## src/rtl/core/sackw_pkg.sv

```systemverilog
package sackw_pkg;

  localparam int unsigned WINDOW_BITS = 32;
  localparam int unsigned IDX_W       = $clog2(WINDOW_BITS);
  localparam int unsigned CNT_W       = $clog2(WINDOW_BITS + 1);
  localparam int unsigned SEQ_W       = 32;
  localparam int unsigned ACK_MAP_W   = 32;
  localparam int unsigned BATCH_W     = 8;
  localparam int unsigned OP_W        = 2;
  localparam int unsigned VERDICT_W   = 3;
  localparam int unsigned IN_DATA_W   = 40;
  localparam int unsigned OUT_DATA_W  = 72;

  localparam logic [OP_W-1:0] OP_RELIABLE   = 2'd0;
  localparam logic [OP_W-1:0] OP_UNRELIABLE = 2'd1;
  localparam logic [OP_W-1:0] OP_POLL       = 2'd2;

  localparam logic [VERDICT_W-1:0] V_ACCEPT  = 3'd0;
  localparam logic [VERDICT_W-1:0] V_OLD_DUP = 3'd1;
  localparam logic [VERDICT_W-1:0] V_WIN_DUP = 3'd2;
  localparam logic [VERDICT_W-1:0] V_OUT_WIN = 3'd3;
  localparam logic [VERDICT_W-1:0] V_UNREL   = 3'd4;
  localparam logic [VERDICT_W-1:0] V_POLL    = 3'd5;

  localparam logic [BATCH_W-1:0] BATCH_RESET = 8'd4;
  localparam logic [BATCH_W-1:0] COUNT_MAX   = 8'd255;

  typedef struct packed {
    logic [OP_W-1:0]  operation;
    logic [SEQ_W-1:0] frame_seq;
    logic             ack_allowed;
  } item_t;

  typedef struct packed {
    logic                 deliver;
    logic [VERDICT_W-1:0] verdict;
    logic                 ack_valid;
    logic [SEQ_W-1:0]     ack_contig_seq;
    logic [ACK_MAP_W-1:0] ack_bitmap;
  } result_t;

  function automatic logic [CNT_W-1:0] trailing_ones(input logic [WINDOW_BITS-1:0] b);
    logic [CNT_W-1:0] n;
    n = CNT_W'(WINDOW_BITS);
    for (int i = WINDOW_BITS - 1; i >= 0; i--) begin
      if (!b[i]) n = CNT_W'(i);
    end
    return n;
  endfunction

endpackage

```

## src/rtl/core/sackw_in_reg.sv

```systemverilog
module sackw_in_reg (
  input  logic           clk_i,
  input  logic           rst_ni,
  input  logic           valid_i,
  output logic           ready_o,
  input  sackw_pkg::item_t item_i,
  output logic           valid_o,
  input  logic           ready_i,
  output sackw_pkg::item_t item_o
);

  logic             valid_q;
  sackw_pkg::item_t item_q;

  assign ready_o = !valid_q || ready_i;
  assign valid_o = valid_q;
  assign item_o  = item_q;

  always_ff @(posedge clk_i or negedge rst_ni) begin
    if (!rst_ni) begin
      valid_q <= 1'b0;
    end else if (ready_o) begin
      valid_q <= valid_i;
    end
  end

  always_ff @(posedge clk_i) begin
    if (ready_o && valid_i) begin
      item_q <= item_i;
    end
  end

endmodule

```

## src/rtl/core/sackw_engine.sv

```systemverilog
module sackw_engine (
  input  logic                            clk_i,
  input  logic                            rst_ni,
  input  logic                            cfg_we_i,
  input  logic [sackw_pkg::BATCH_W-1:0]   cfg_wdata_i,
  input  logic                            fire_i,
  input  sackw_pkg::item_t                item_i,
  output sackw_pkg::result_t              result_o
);

  logic [sackw_pkg::SEQ_W-1:0]       contig_q, contig_d;
  logic [sackw_pkg::WINDOW_BITS-1:0] bits_q, bits_d;
  logic                              owed_q, owed_d;
  logic [sackw_pkg::BATCH_W-1:0]     count_q, count_d;
  logic [sackw_pkg::BATCH_W-1:0]     batch_q;

  logic [sackw_pkg::SEQ_W-1:0]       gap;
  logic [sackw_pkg::IDX_W-1:0]       gap_idx;
  logic [sackw_pkg::WINDOW_BITS-1:0] set_bits;
  logic [sackw_pkg::CNT_W-1:0]       ones;
  logic [sackw_pkg::BATCH_W-1:0]     count_inc;
  logic                              counted;
  logic                              emit;

  assign gap       = item_i.frame_seq - contig_q - 32'd1;
  assign gap_idx   = gap[sackw_pkg::IDX_W-1:0];
  assign set_bits  = bits_q | (sackw_pkg::WINDOW_BITS'(1) << gap_idx);
  assign ones      = sackw_pkg::trailing_ones(set_bits);
  assign count_inc = (count_q == sackw_pkg::COUNT_MAX) ? count_q : count_q + 8'd1;

  always_comb begin
    contig_d = contig_q;
    bits_d   = bits_q;
    owed_d   = owed_q;
    count_d  = count_q;
    counted  = 1'b0;
    emit     = 1'b0;
    result_o = '0;
    case (item_i.operation)
      sackw_pkg::OP_UNRELIABLE: begin
        result_o.deliver = 1'b1;
        result_o.verdict = sackw_pkg::V_UNREL;
      end
      sackw_pkg::OP_RELIABLE: begin
        if (item_i.frame_seq <= contig_q) begin
          result_o.verdict = sackw_pkg::V_OLD_DUP;
          counted          = 1'b1;
        end else if (gap >= sackw_pkg::SEQ_W'(sackw_pkg::WINDOW_BITS)) begin
          result_o.verdict = sackw_pkg::V_OUT_WIN;
          owed_d           = 1'b1;
          emit             = item_i.ack_allowed;
        end else if (bits_q[gap_idx]) begin
          result_o.verdict = sackw_pkg::V_WIN_DUP;
          counted          = 1'b1;
        end else begin
          result_o.deliver = 1'b1;
          result_o.verdict = sackw_pkg::V_ACCEPT;
          counted          = 1'b1;
          contig_d         = contig_q + sackw_pkg::SEQ_W'(ones);
          if (ones == sackw_pkg::CNT_W'(sackw_pkg::WINDOW_BITS)) begin
            bits_d = '0;
          end else begin
            bits_d = set_bits >> ones;
          end
        end
      end
      default: begin
        result_o.verdict = sackw_pkg::V_POLL;
        emit             = owed_q && item_i.ack_allowed;
      end
    endcase
    if (counted) begin
      owed_d  = 1'b1;
      count_d = count_inc;
      emit    = item_i.ack_allowed && (count_inc >= batch_q);
    end
    if (emit) begin
      owed_d                  = 1'b0;
      count_d                 = '0;
      result_o.ack_valid      = 1'b1;
      result_o.ack_contig_seq = contig_d;
      result_o.ack_bitmap     = sackw_pkg::ACK_MAP_W'(bits_d);
    end
  end

  always_ff @(posedge clk_i or negedge rst_ni) begin
    if (!rst_ni) begin
      contig_q <= '0;
      bits_q   <= '0;
      owed_q   <= 1'b0;
      count_q  <= '0;
    end else if (fire_i) begin
      contig_q <= contig_d;
      bits_q   <= bits_d;
      owed_q   <= owed_d;
      count_q  <= count_d;
    end
  end

  always_ff @(posedge clk_i or negedge rst_ni) begin
    if (!rst_ni) begin
      batch_q <= sackw_pkg::BATCH_RESET;
    end else if (cfg_we_i) begin
      batch_q <= cfg_wdata_i;
    end
  end

endmodule

```

## src/rtl/core/sackw_out_reg.sv

```systemverilog
module sackw_out_reg (
  input  logic               clk_i,
  input  logic               rst_ni,
  input  logic               valid_i,
  output logic               ready_o,
  input  sackw_pkg::result_t result_i,
  output logic               valid_o,
  input  logic               ready_i,
  output sackw_pkg::result_t result_o
);

  logic               valid_q;
  sackw_pkg::result_t result_q;

  assign ready_o  = !valid_q || ready_i;
  assign valid_o  = valid_q;
  assign result_o = result_q;

  always_ff @(posedge clk_i or negedge rst_ni) begin
    if (!rst_ni) begin
      valid_q <= 1'b0;
    end else if (ready_o) begin
      valid_q <= valid_i;
    end
  end

  always_ff @(posedge clk_i) begin
    if (ready_o && valid_i) begin
      result_q <= result_i;
    end
  end

endmodule

```

## src/rtl/core/sack_receive_window.sv

```systemverilog
// Receive window with selective acknowledgement.
// Slave stream: one beat per arriving frame or poll. tuser carries the
// operation, tdata the frame sequence number and the ack-allowed flag.
// Master stream: exactly one result beat per input beat, in order. tuser
// carries the verdict, tdata the deliver flag and the acknowledgement fields
// (zero when no acknowledgement goes out).
// Configuration: cfg_we_i writes the acknowledgement batch size from
// cfg_wdata_i; write only while the block is idle.
// The input register holds an accepted beat; the window update writes its
// result into the result register. Throughput: one beat per cycle unless
// the master stalls; the window update, trailing-ones count and bitmap
// shift of one frame fit between those two registers.
// Reset clears the window, the contiguous number, the owed flag and the
// batch counter, and sets the batch size to 4. No stage holds valid data.
// When the master side stalls, the result register holds its beat, the input
// register fills, and then s_axis_tready drops; nothing is lost.
module sack_receive_window (
  input  logic                                 clk_i,
  input  logic                                 rst_ni,
  input  logic                                 cfg_we_i,
  input  logic [sackw_pkg::BATCH_W-1:0]        cfg_wdata_i,
  input  logic                                 s_axis_tvalid,
  output logic                                 s_axis_tready,
  // [31:0] frame_seq, [32] ack_allowed, [39:33] zero
  input  logic [sackw_pkg::IN_DATA_W-1:0]      s_axis_tdata,
  // [1:0] operation
  input  logic [sackw_pkg::OP_W-1:0]           s_axis_tuser,
  output logic                                 m_axis_tvalid,
  input  logic                                 m_axis_tready,
  // [0] deliver, [1] ack_valid, [33:2] ack_contig_seq, [65:34] ack_bitmap,
  // [71:66] zero
  output logic [sackw_pkg::OUT_DATA_W-1:0]     m_axis_tdata,
  // [2:0] verdict
  output logic [sackw_pkg::VERDICT_W-1:0]      m_axis_tuser
);

  sackw_pkg::item_t   in_item;
  sackw_pkg::item_t   stage_item;
  sackw_pkg::result_t stage_result;
  sackw_pkg::result_t out_result;
  logic               stage_valid;
  logic               out_ready;

  assign in_item.operation   = s_axis_tuser;
  assign in_item.frame_seq   = s_axis_tdata[31:0];
  assign in_item.ack_allowed = s_axis_tdata[32];

  sackw_in_reg u_in_reg (
    .clk_i   (clk_i),
    .rst_ni  (rst_ni),
    .valid_i (s_axis_tvalid),
    .ready_o (s_axis_tready),
    .item_i  (in_item),
    .valid_o (stage_valid),
    .ready_i (out_ready),
    .item_o  (stage_item)
  );

  sackw_engine u_engine (
    .clk_i       (clk_i),
    .rst_ni      (rst_ni),
    .cfg_we_i    (cfg_we_i),
    .cfg_wdata_i (cfg_wdata_i),
    .fire_i      (stage_valid && out_ready),
    .item_i      (stage_item),
    .result_o    (stage_result)
  );

  sackw_out_reg u_out_reg (
    .clk_i    (clk_i),
    .rst_ni   (rst_ni),
    .valid_i  (stage_valid),
    .ready_o  (out_ready),
    .result_i (stage_result),
    .valid_o  (m_axis_tvalid),
    .ready_i  (m_axis_tready),
    .result_o (out_result)
  );

  assign m_axis_tdata = {6'd0, out_result.ack_bitmap, out_result.ack_contig_seq,
                         out_result.ack_valid, out_result.deliver};
  assign m_axis_tuser = out_result.verdict;

endmodule

```

## config.mk

```make
export PLATFORM = sky130hd
export DESIGN_NAME = sack_receive_window
export DESIGN_NICKNAME = d
export VERILOG_FILES = /design/src/rtl/core/sackw_pkg.sv /design/src/rtl/core/sackw_in_reg.sv /design/src/rtl/core/sackw_engine.sv /design/src/rtl/core/sackw_out_reg.sv /design/src/rtl/core/sack_receive_window.sv
export SDC_FILE = /design/constraint.sdc
export NUM_CORES = 1
export LEC_CHECK = 0
export BUFFER_PORTS_ARGS = -buffer_cell sky130_fd_sc_hd__buf_2
export CORE_MARGIN = 8
export CORE_UTILIZATION = 40
export CTS_BUF_LIST = sky130_fd_sc_hd__clkbuf_2
export DETAILED_ROUTE_END_ITERATION = 6
export PLACE_DENSITY = 0.66
export SKIP_CTS_REPAIR_TIMING = 1
export SLEW_MARGIN = 20
export SYNTH_ARGS = -nofsm -noshare
export SYNTH_HDL_FRONTEND = slang
export SYNTH_SLANG_ARGS = --single-unit
```

## constraint.sdc

```tcl
create_clock -name clk_i -period 7 [get_ports clk_i]
set_input_delay 0.35 -clock clk_i [delete_from_list [all_inputs] [get_ports clk_i]]
set_output_delay 0.35 -clock clk_i [all_outputs]
set_load 0.05 [all_outputs]
```

-- Word-level counts from Yosys, hierarchy flattened
Cells that the tools add are included.
- add/subtract/negate cells: 4
- multiply operators: 0
- divide/modulo/power cells: 0
- order comparisons: 4
- eq/ne operators: 4
- shift operators: 2
- muxes and demuxes: 67
- bitwise gates (word level): 1
- reduce and logical (&&, ||, !) cells: 14
- operator list (cell ; number):
    two-way mux 32 bit ; 9
    two-way mux 6 bit ; 32
    two-way mux 65 bit ; 1
    adder 32 x 6 -> 32 bit ; 1
    greater-or-equal comparator 32 x 6 -> 1 bit (second input constant) ; 1
    <= comparator 32 bit ; 1
    bitwise OR 32 bit ; 1
    left shift 1 x 5 -> 32 bit (first input constant) ; 1
    right shift 32 x 6 -> 32 bit ; 1
    subtractor 32 x 1 -> 32 bit (second input constant) ; 1
    subtractor 32 bit ; 1
    two-way mux 8 bit ; 3
    two-way mux 1 bit ; 15
    adder 8 x 1 -> 8 bit (second input constant) ; 1
    == test 8 bit (second input constant) ; 1
    greater-or-equal comparator 8 bit ; 1
    == test 6 bit (second input constant) ; 1
    < comparator 5 x 6 -> 1 bit (second input constant) ; 1
    two-way mux 3 bit ; 2
    one-hot mux 3 bit (2 select lines) ; 1
    nonzero test 3 bit ; 2
    binary-select mux 1 bit (select 5 bit) ; 1
    logical AND 1 bit ; 4
    one-hot mux 1 bit (2 select lines) ; 2
    other kinds (9) ; 11
- bits in registers: 187
- latch bits: 0
- RAM bits: 0
- memory bits (read-only): 0
- input port bits: 55
- output and inout port bits: 77
- logic and storage cells: 111
- memories: 0

-- Longest topological paths before layout
Gate-level depths: netlist of the first run.
- depth in word-level cells: 43
- gate-level depth with buffers: 29
- depth with buffers taken out: 24

-- Hierarchy
Synthesis of the first run repeated with hierarchy kept, for this count alone.
- cells, all modules: 1584
- area, all modules: 14320.0 um^2
- modules (own cells, without submodules) (module ; instances ; cells an instance ; area each (um^2) ; seq. area each (um^2)):
    sackw_engine ; 1 ; 1464 ; 11034.3 ; 2028.2
    sackw_out_reg ; 1 ; 73 ; 2125.8 ; 2097.0
    sackw_in_reg ; 1 ; 39 ; 1104.8 ; 1076.0
    sack_receive_window ; 1 ; 8 ; 55.1 ; 0.0

-- Worst setup path after synthesis of the first run
No wires, ideal clock.
- kind: register to register
- start point: reg u_engine.contig_q[0] in the netlist's numbering
- end point: reg u_out_reg.result_q (netlist bit u_out_reg.result_o[60]) (data pin)
- library setup time: 0.147 ns
- arrival: 5.958 ns
- data required time: 6.853 ns
- setup slack: 0.895 ns
- cell stages (with the launch flop): 26
- path buffers: 4
- clock period less this slack: 6.105 ns
- cell sequence: dfrtp_1 -> inv_1 -> ha_1 -> fa_1 -> clkbuf_1 -> or2_2 -> a211oi_1 -> a41o_1 -> nand2_1 -> a311o_1 -> o21ai_0 -> a21oi_1 -> nor2_1 -> buf_2 -> buf_1 -> fa_1 -> a21oi_1 -> nor2_1 -> nor2_1 -> o21bai_1 -> a21oi_1 -> or3_4 -> or4_4 -> buf_6 -> or3_1 -> a21oi_1
- word-level cells in the longest chain between the ends: 41
- elaborated cells between the ends (all ways): 52
- those cells by class: add/sub: 3; order compare: 2; shift: 1; mux: 45; bitwise: 1
- RTL lines (what ; RTL line ; source):
    from (decl) ; sackw_engine.sv:11 ; logic [sackw_pkg::SEQ_W-1:0] contig_q, contig_d;
    from (signal assigned) ; sackw_engine.sv:93 ; contig_q <= contig_d;
    subtractor 32 bit ; sackw_engine.sv:25 ; assign gap = item_i.frame_seq - contig_q - 32'd1;
    subtractor 32 x 1 -> 32 bit ; sackw_engine.sv:25 ;
    left shift 1 x 5 -> 32 bit ; sackw_engine.sv:27 ; assign set_bits = bits_q | (sackw_pkg::WINDOW_BITS'(1) << gap_idx);
    bitwise OR 32 bit ; sackw_engine.sv:27 ;
    two-way mux 6 bit (32 in series) ; sackw_pkg.sv:46 ; if (!b[i]) n = CNT_W'(i);
    adder 32 x 6 -> 32 bit ; sackw_engine.sv:59 ; contig_d = contig_q + sackw_pkg::SEQ_W'(ones);
    two-way mux 32 bit ; sackw_engine.sv:52 ; end else if (bits_q[gap_idx]) begin
    two-way mux 32 bit ; sackw_engine.sv:48 ; end else if (gap >= sackw_pkg::SEQ_W'(sackw_pkg::WINDOW_BITS)) begin
    two-way mux 32 bit ; sackw_engine.sv:45 ; if (item_i.frame_seq <= contig_q) begin
    two-way mux 32 bit ; sackw_engine.sv:39 ; case (item_i.operation)
    to (signal assigned) ; sackw_out_reg.sv:29 ; result_q <= result_i;
    to (decl) ; sackw_out_reg.sv:13 ; sackw_pkg::result_t result_q;
Parallel ways exist; a longest one is shown, timed or not. The select of a mux whose other input is x is not followed.
A chain may end at the register's enable or synchronous reset.

-- Final worst setup path of the first run
- start point: reg u_engine.contig_q[0] in the netlist's numbering
- end point: reg u_engine.contig_q[16] in the netlist's numbering
- word-level cells in the longest chain between the ends: 41
- elaborated cells between the ends (all ways): 45
- those cells by class: add/sub: 3; order compare: 2; shift: 1; mux: 38; bitwise: 1
- RTL lines (what ; RTL line):
    subtractor 32 bit ; sackw_engine.sv:25
    subtractor 32 x 1 -> 32 bit ; sackw_engine.sv:25
    left shift 1 x 5 -> 32 bit ; sackw_engine.sv:27
    bitwise OR 32 bit ; sackw_engine.sv:27
    two-way mux 6 bit (32 in series) ; sackw_pkg.sv:46
    adder 32 x 6 -> 32 bit ; sackw_engine.sv:59
    two-way mux 32 bit ; sackw_engine.sv:52
    two-way mux 32 bit ; sackw_engine.sv:48
    two-way mux 32 bit (*) ; sackw_engine.sv:45
    two-way mux 32 bit (*) ; sackw_engine.sv:39
Every way passes the cells marked *; elsewhere a longest branch is shown, timed or not. The select of a mux whose other input is x is not followed.

==> metrics, run 1 <==
average instance area after synthesis=9.248 um2; number of DRC violations after detailed-routing iteration 0=around 1,100; area inside the core boundary=~32,000 um2; final estimated routing congestion in global placement=0.9680; library cell contributing the largest single delay on the critical path=sky130_fd_sc_hd__fa_1; most common cell in the netlist=sky130_fd_sc_hd__nand2_1; Seq/Total Area, Yosys=0.4046; Ports=roughly 130; final non-filler cell total=about 2,000; DRC violation count after routing=0; layout cell share with drive strength beyond 1=0.1553; area occupied by registers=5201 um2; Die Wd=just under 200 um; endpoint required time on the critical path=7800 ps; total grt overflow=0; global router's overall resource usage=0.2133; area of the multi-input gates=just over 7000 um2; CP Launch Type=flop; fraction of the mapped netlist area in compound gates=0.2151; number of inserted filler cells in the final layout=~3,000; number of flip-flops and latches in the synthesized netlist=between 150 and 200; most area-consuming cells after synthesis=sky130_fd_sc_hd__edfxtp_1 (24%), sky130_fd_sc_hd__dfrtp_1 (16%), sky130_fd_sc_hd__ha_1 (4.7%); Initial DRT Pass Iterations=5; Area after DPL=roughly 14,000 um2; cell area after synthesis=about 13,000 um2; Clk Latency, worst-skew pair=860 ps; height of the chip=195.3 um; number of global-route vias before repair=11,216; clock buffers created by TritonCTS=17; Crit. End Element=flop; proportion of netlist area held by the largest area contributor=0.2429; share of flip-flops with an asynchronous set or reset=0.4439; Wirelength per Cell=approximately 21 um; number of distinct library cells after synthesis=89; maximum ir drop on the vdd rail=0.1117 mV; number of slew-limit violations in the final report=0; residual antenna-violating net count after detailed routing=0; leak pwr=5.940 nW; critical path buffer and inverter count=4; RSZ-0062 raised after global routing=no; level count of the clock H-tree=4; count of maximum capacitance violations=0; Port Buf Inserts=about 120; final instance area=14,820 um2; list of cells traversed by the critical path=inv_1, ha_1, fa_1, nand2b_1, nor2_1, a21oi_1, or4_1, nand2b_1, nor2_1, or3_1, clkinv_1, ha_1, inv_1, o21bai_1, a21oi_1, buf_4, nor3_1, nand2_1, nor4_1, xnor2_1; antenna violations before repair=2; Placed Cells=roughly 1,900; share of synthesized cell area in and, or, nand and nor gates=0.1702; adder and majority cell fraction of the synthesized area=0.04983; maximum clock skew at final layout=roughly 52 ps; highest clock frequency the design can meet=approximately 150 MHz; path type of the worst setup path=reg2reg; final layout net count=roughly 1,700; number of warning messages in the yosys log=0; total negative slack for setup checks=0 ps; buffers from clock root to sink, at most=2; cell type with the largest total area after synthesis=sky130_fd_sc_hd__edfxtp_1; count of flip-flops with a built-in enable after synthesis=approximately 100; outcome=finished clean; Final Hold Violating Endpoints=0; Period Utilization, post-route=0.9413; min cycle time layout=6589 ps; wire length reported by the detailed router=between 40,000 and 50,000 um; maximum number of pins on one net before global-route repair=58; transition at the pin with the smallest max-transition slack=around 950 ps; largest family of logic cells by synthesized area=compound AO/OA/AOI/OAI gates; worst-path maximum fanout=12; Clock Sink Count=around 190; Primary FF master, synth=sky130_fd_sc_hd__edfxtp_1; Post-Synth XOR/XNOR Area=0.04429; row count=between 60 and 70; HPWL after DPL=between 30,000 and 40,000 um; fraction of synthesized area in multiplexers=0.06784; TritonCTS clock tree=yes; vias after detailed routing=around 12,000; Post-Syn Instances=approximately 1,400; drt via density=between 5 and 6; CP peak stage delay=roughly 900 ps; clock transition at the registers of the reported paths=around 290 ps; Power Dens Cells=around 160 nW/um2; kind of cell adding the most delay to the critical path=simple AND/OR/NAND/NOR gates; global-route wire length before repair=around 64,000 um; Area growth syn-to-layout=15.30%; worst slew margin relative to its limit=0.3636; clk root buf=sky130_fd_sc_hd__clkbuf_2; initial cell density of the core=0.4063; WP data arrival=approximately 7400 ps; top post-synthesis cells by count=sky130_fd_sc_hd__nand2_1 (133), sky130_fd_sc_hd__nor2_1 (123), sky130_fd_sc_hd__a21oi_1 (105), sky130_fd_sc_hd__edfxtp_1 (104), sky130_fd_sc_hd__dfrtp_1 (82); class of the most critical hold timing path=in2reg; final count of negative-setup-slack endpoints=0; Die Footprint=around 38,000 um2
==> through the flow <==
| stage | hold slack, ps | setup WS (ps) | total power, mW | utilization |
|---|---|---|---|---|
| finish | 184.1 | 411.0 | 2.362 | 0.4685 |
| global route | 99.17 | 60.01 | 2.480 | 0.4685 |
| CTS | -713.3 | 547.0 | 2.350 | 0.4479 |
| detailed placement | 315.1 | 658.9 | 1.781 | 0.4403 |
| global placement | 311.4 | 771.2 | 1.779 | 0.4403 |
| floorplan | 54.41 | 895.2 | 1.633 | - |
==> kinds of logic (layout without fill, tap and decap cells) <==
kind of cell | Yosys count | after routing
AND/OR/NAND/NOR | 458 | 458
AO/OA/AOI/OAI | 415 | 415
flip-flops | 187 | 187
buffers and inverters | 142 | 325
multiplexers | 72 | 72
XOR/XNOR | 65 | 65
adder cells (fa/ha/maj) | 50 | 50
other | 1 | 7
==> registers in the layout (all words and copies together), names as in the netlist <==
register and flops:
u_engine.count_q 8, u_engine.contig_q 32, u_out_reg.valid_o 1, u_in_reg.valid_o 1, u_engine.bits_q 32, u_engine.batch_q 8, u_out_reg.result_o 69, u_in_reg.item_o 35
u_engine.owed_q 1
==> report_power, final <==
| group | internal, mW | leakage [nW] | switching [mW] | total [mW] |
|---|---|---|---|---|
| registers | 1.23 | 2.09 | 0.0222 | 1.25 |
| logic | 0.171 | 3.71 | 0.379 | 0.550 |
| clock network | 0.168 | 0.140 | 0.396 | 0.564 |
==> layout by cell type (no fill, tap or decap), drive strengths merged, types with 12 or more instances in the layout <==
cell type / count
nand4: 15
nor2: 126
nand2b: 19
dfrtp: 82
clkbuf: 18
o21a: 12
o21ai: 97
mux2i: 50
buf: 160
a21o: 24
ha: 48
edfxtp: 104
a22oi: 13
xnor2: 61
nor3: 43
and2: 13
dlygate4sd3: 63
a211oi: 32
nand2: 133
inv: 71
nand3: 41
a21oi: 108
nor2b: 14
o2bb2ai: 13
==> path summary, 6_finish.rpt <==
path	endpoint	cells after the start	slack, ps	from
setup / recovery	u_engine.contig_q[16]$_DFFE_PN0P_	20	410	u_engine.contig_q[0]$_DFFE_PN0P_
hold / removal	u_in_reg.item_o[10]$_DFFE_PP_	2	180	s_axis_tdata[9]
setup reg to reg	u_engine.contig_q[16]$_DFFE_PN0P_	20	410	u_engine.contig_q[0]$_DFFE_PN0P_
hold reg to reg	u_engine.contig_q[21]$_DFFE_PN0P_	1	500	u_engine.contig_q[21]$_DFFE_PN0P_
max in group asynchronous	u_engine.bits_q[6]$_DFFE_PN0P_	4	5660	rst_ni
min in group asynchronous	u_engine.contig_q[31]$_DFFE_PN0P_	4	500	rst_ni
==> metal layers <==
metal,share of wire,vias to the layer above,track usage,routed length [um]
li1,-,5486,-,-
met1,0.45,5566,0.2922,18800
met2,0.45,427,0.3295,18560
met3,0.064,78,0.04453,2636
met4,0.034,0,0.07636,1391
met5,0,-,0,0
==> final cells by class <==
type,count,share of cell area
multi-input combinational,1066,0.4764
timing repair buffer,223,0.1047
clock buffer,18,0.006078
tap,402,0.03394
clock inverter,14,0.009961
sequential,187,0.3509
antenna,1,0.0001688
inverter,70,0.01781
Power figures use the tool's default switching activity.
==> run 2: changes to the inputs <==
--- a/config.mk
+++ b/config.mk
@@ -6,6 +6,7 @@
 export NUM_CORES = 1
 export LEC_CHECK = 0
 export BUFFER_PORTS_ARGS = -buffer_cell sky130_fd_sc_hd__buf_2
+export CORE_ASPECT_RATIO = 0.8
 export CORE_MARGIN = 8
 export CORE_UTILIZATION = 40
 export CTS_BUF_LIST = sky130_fd_sc_hd__clkbuf_2
==> run 2 against run 1 <==
Effect of this change: clock power grew 4%; total power grew 0.93%; largest power group unchanged; die area is essentially flat; sequential power is essentially flat; cell count grew 1.6%; critical endpoint is now u_out_reg.result_o[60]$_SDFFCE_PN0P_; the run now ends with design-rule violations left.
==> metrics, run 2 (synthesis gave the netlist of run 1 again) <==
HPWL after DPL=31,220 um (-0.44%); Clock Sink Count=187 (unchanged); leading cell type in the layout, fill and taps excluded=sky130_fd_sc_hd__nand2_1; worst slew margin relative to its limit=0.2969 (-0.06664); clk root buf=sky130_fd_sc_hd__clkbuf_2; final count of negative-setup-slack endpoints=0 (unchanged); maximum number of pins on one net before global-route repair=59 (+1.7%); RSZ-0062 raised after global routing=no; count of maximum capacitance violations=0 (unchanged); min cycle time layout=6325 ps (-264.1 ps); Final Hold Violating Endpoints=0 (unchanged); Power Dens Cells=159.4 nW/um2 (about the same); maximum ir drop on the vdd rail=0.1584 mV (+42%); final estimated routing congestion in global placement=1.007 (+4.0%); row count=58 (-11%); maximum clock skew at final layout=90.56 ps (+38.13 ps); level count of the clock H-tree=4 (unchanged); clock buffers created by TritonCTS=17 (unchanged); vias after detailed routing=11,783 (+2.0%); Initial DRT Pass Iterations=7 (+2); DRC violation count after routing=9 (+9); number of global-route vias before repair=11,030 (-1.7%); total grt overflow=0 (unchanged); outcome=complete, but fails checks; transition at the pin with the smallest max-transition slack=1051 ps (+103.7 ps); WP data arrival=6980 ps (-410 ps); TritonCTS clock tree=yes; final instance area=14,960 um2 (+0.93%); number of DRC violations after detailed-routing iteration 0=1,443 (+37%); path type of the worst setup path=reg2reg; leak pwr=6.010 nW (+1.2%); Crit. End Element=flop; residual antenna-violating net count after detailed routing=0 (unchanged); most frequent cells in the layout=sky130_fd_sc_hd__nand2_1 (133), sky130_fd_sc_hd__nor2_1 (122), sky130_fd_sc_hd__buf_2 (117), sky130_fd_sc_hd__a21oi_1 (105), sky130_fd_sc_hd__edfxtp_1 (104); height of the chip=176.3 um (-9.7%); failing checks=design-rule violations; Period Utilization, post-route=0.9036 (-0.03773); wire length reported by the detailed router=41,630 um (+0.61%); area inside the core boundary=31,570 um2 (-0.22%); final cell utilization of the core=0.4739 (+0.005381); Wirelength per Cell=20.69 um (-0.94%); Die Wd=216.4 um (+11%); worst-path maximum fanout=12 (unchanged); buffers from clock root to sink, at most=2 (unchanged); Clk Latency, worst-skew pair=850 ps (about the same); drt via density=5.856 (+0.38%); highest clock frequency the design can meet=158.1 MHz (+4.2%); layout cell share with drive strength beyond 1=0.1634 (+0.008159); class of the most critical hold timing path=in2reg; Port Buf Inserts=118 (unchanged); global router's overall resource usage=0.2096 (-0.003696); total power consumption of the routed design=2.384 mW (+0.93%); number of flip-flops under the largest register name=69 (unchanged); total negative slack for setup checks=0 ps (unchanged); number of slew-limit violations in the final report=0 (unchanged); Area growth syn-to-layout=16.37%; clock transition at the registers of the reported paths=320 ps (+30 ps); CP Launch Type=flop; Area after DPL=14,050 um2 (+0.88%); global-route wire length before repair=63,470 um (-1.3%); antenna violations before repair=1 (-1); endpoint required time on the critical path=7660 ps (-140 ps); Ports=132 (unchanged); final layout net count=1,683 (+0.78%); initial cell density of the core=0.4072 (+0.0008858); Die Footprint=38,160 um2 (about the same)
[run 2: critical path: stages, from the launching register on]
cell	delay, ps
sky130_fd_sc_hd__dfrtp_1	510
sky130_fd_sc_hd__inv_1	70
sky130_fd_sc_hd__ha_1	240
sky130_fd_sc_hd__fa_1	490
sky130_fd_sc_hd__xor2_1	860
sky130_fd_sc_hd__a211oi_1	120
sky130_fd_sc_hd__a41oi_1	570
sky130_fd_sc_hd__a211oi_1	110
sky130_fd_sc_hd__o311ai_0	420
sky130_fd_sc_hd__o211ai_1	170
sky130_fd_sc_hd__o2111ai_1	140
sky130_fd_sc_hd__nand2_1	120
sky130_fd_sc_hd__inv_2	120
sky130_fd_sc_hd__ha_1	190
sky130_fd_sc_hd__fa_1	210
sky130_fd_sc_hd__a21oi_1	80
sky130_fd_sc_hd__nor2_1	80
sky130_fd_sc_hd__nor2_1	60
sky130_fd_sc_hd__o21bai_1	140
sky130_fd_sc_hd__a21oi_1	110
sky130_fd_sc_hd__or3_4	380
sky130_fd_sc_hd__or4_4	500
sky130_fd_sc_hd__or3_1	340
sky130_fd_sc_hd__a21oi_1	150
[run 2: final cells by class]
type,instances,area (um2)
diodes,1,2.502
clock buffers,19,95.09
clock inverters,13,157.7
fillers,3047,16610
inverters,70,264.0
multi-input cells,1066,7064
flip-flops and latches,187,5201
well taps,420,525.5
repair buffers,236,1649
[run 2: path summary, 6_finish.rpt]
kind,start,to,slack (ps),depth (start not counted)
min,s_axis_tdata[16],u_in_reg.item_o[17]$_DFFE_PP_,200,2
min in group asynchronous,rst_ni,u_engine.contig_q[20]$_DFFE_PN0P_,520,4
max reg2reg,u_engine.contig_q[0]$_DFFE_PN0P_,u_out_reg.result_o[60]$_SDFFCE_PN0P_,680,23
max,u_engine.contig_q[0]$_DFFE_PN0P_,u_out_reg.result_o[60]$_SDFFCE_PN0P_,680,23
min reg2reg,u_engine.contig_q[31]$_DFFE_PN0P_,u_engine.contig_q[31]$_DFFE_PN0P_,490,1
max in group asynchronous,rst_ni,u_engine.bits_q[8]$_DFFE_PN0P_,5640,4
[run 2: report_power, final]
part	internal [mW]	switching, mW	leakage (nW)
sequential	1.23	0.0215	2.09
clock	0.149	0.435	0.146
combinational	0.171	0.381	3.77
[run 2: per-layer routing]
layer  part of all wire  up-vias  track usage
met3              0.093       59      0.05439
met4              0.018        0      0.05543
met2               0.42      531       0.3009
met5                  0        -            0
met1               0.47     5665       0.3075
li1                   -     5528            -
[run 2: stage by stage]
step	hold WS, ps	cells	setup slack (ps)
CTS	-688.2	1947	848.5
finish	199.4	2012	675.1
global route	97.81	2012	291.9
global placement	302.2	1915	956.4
floorplan	54.41	1395	895.2
detailed placement	305.8	1915	908.0
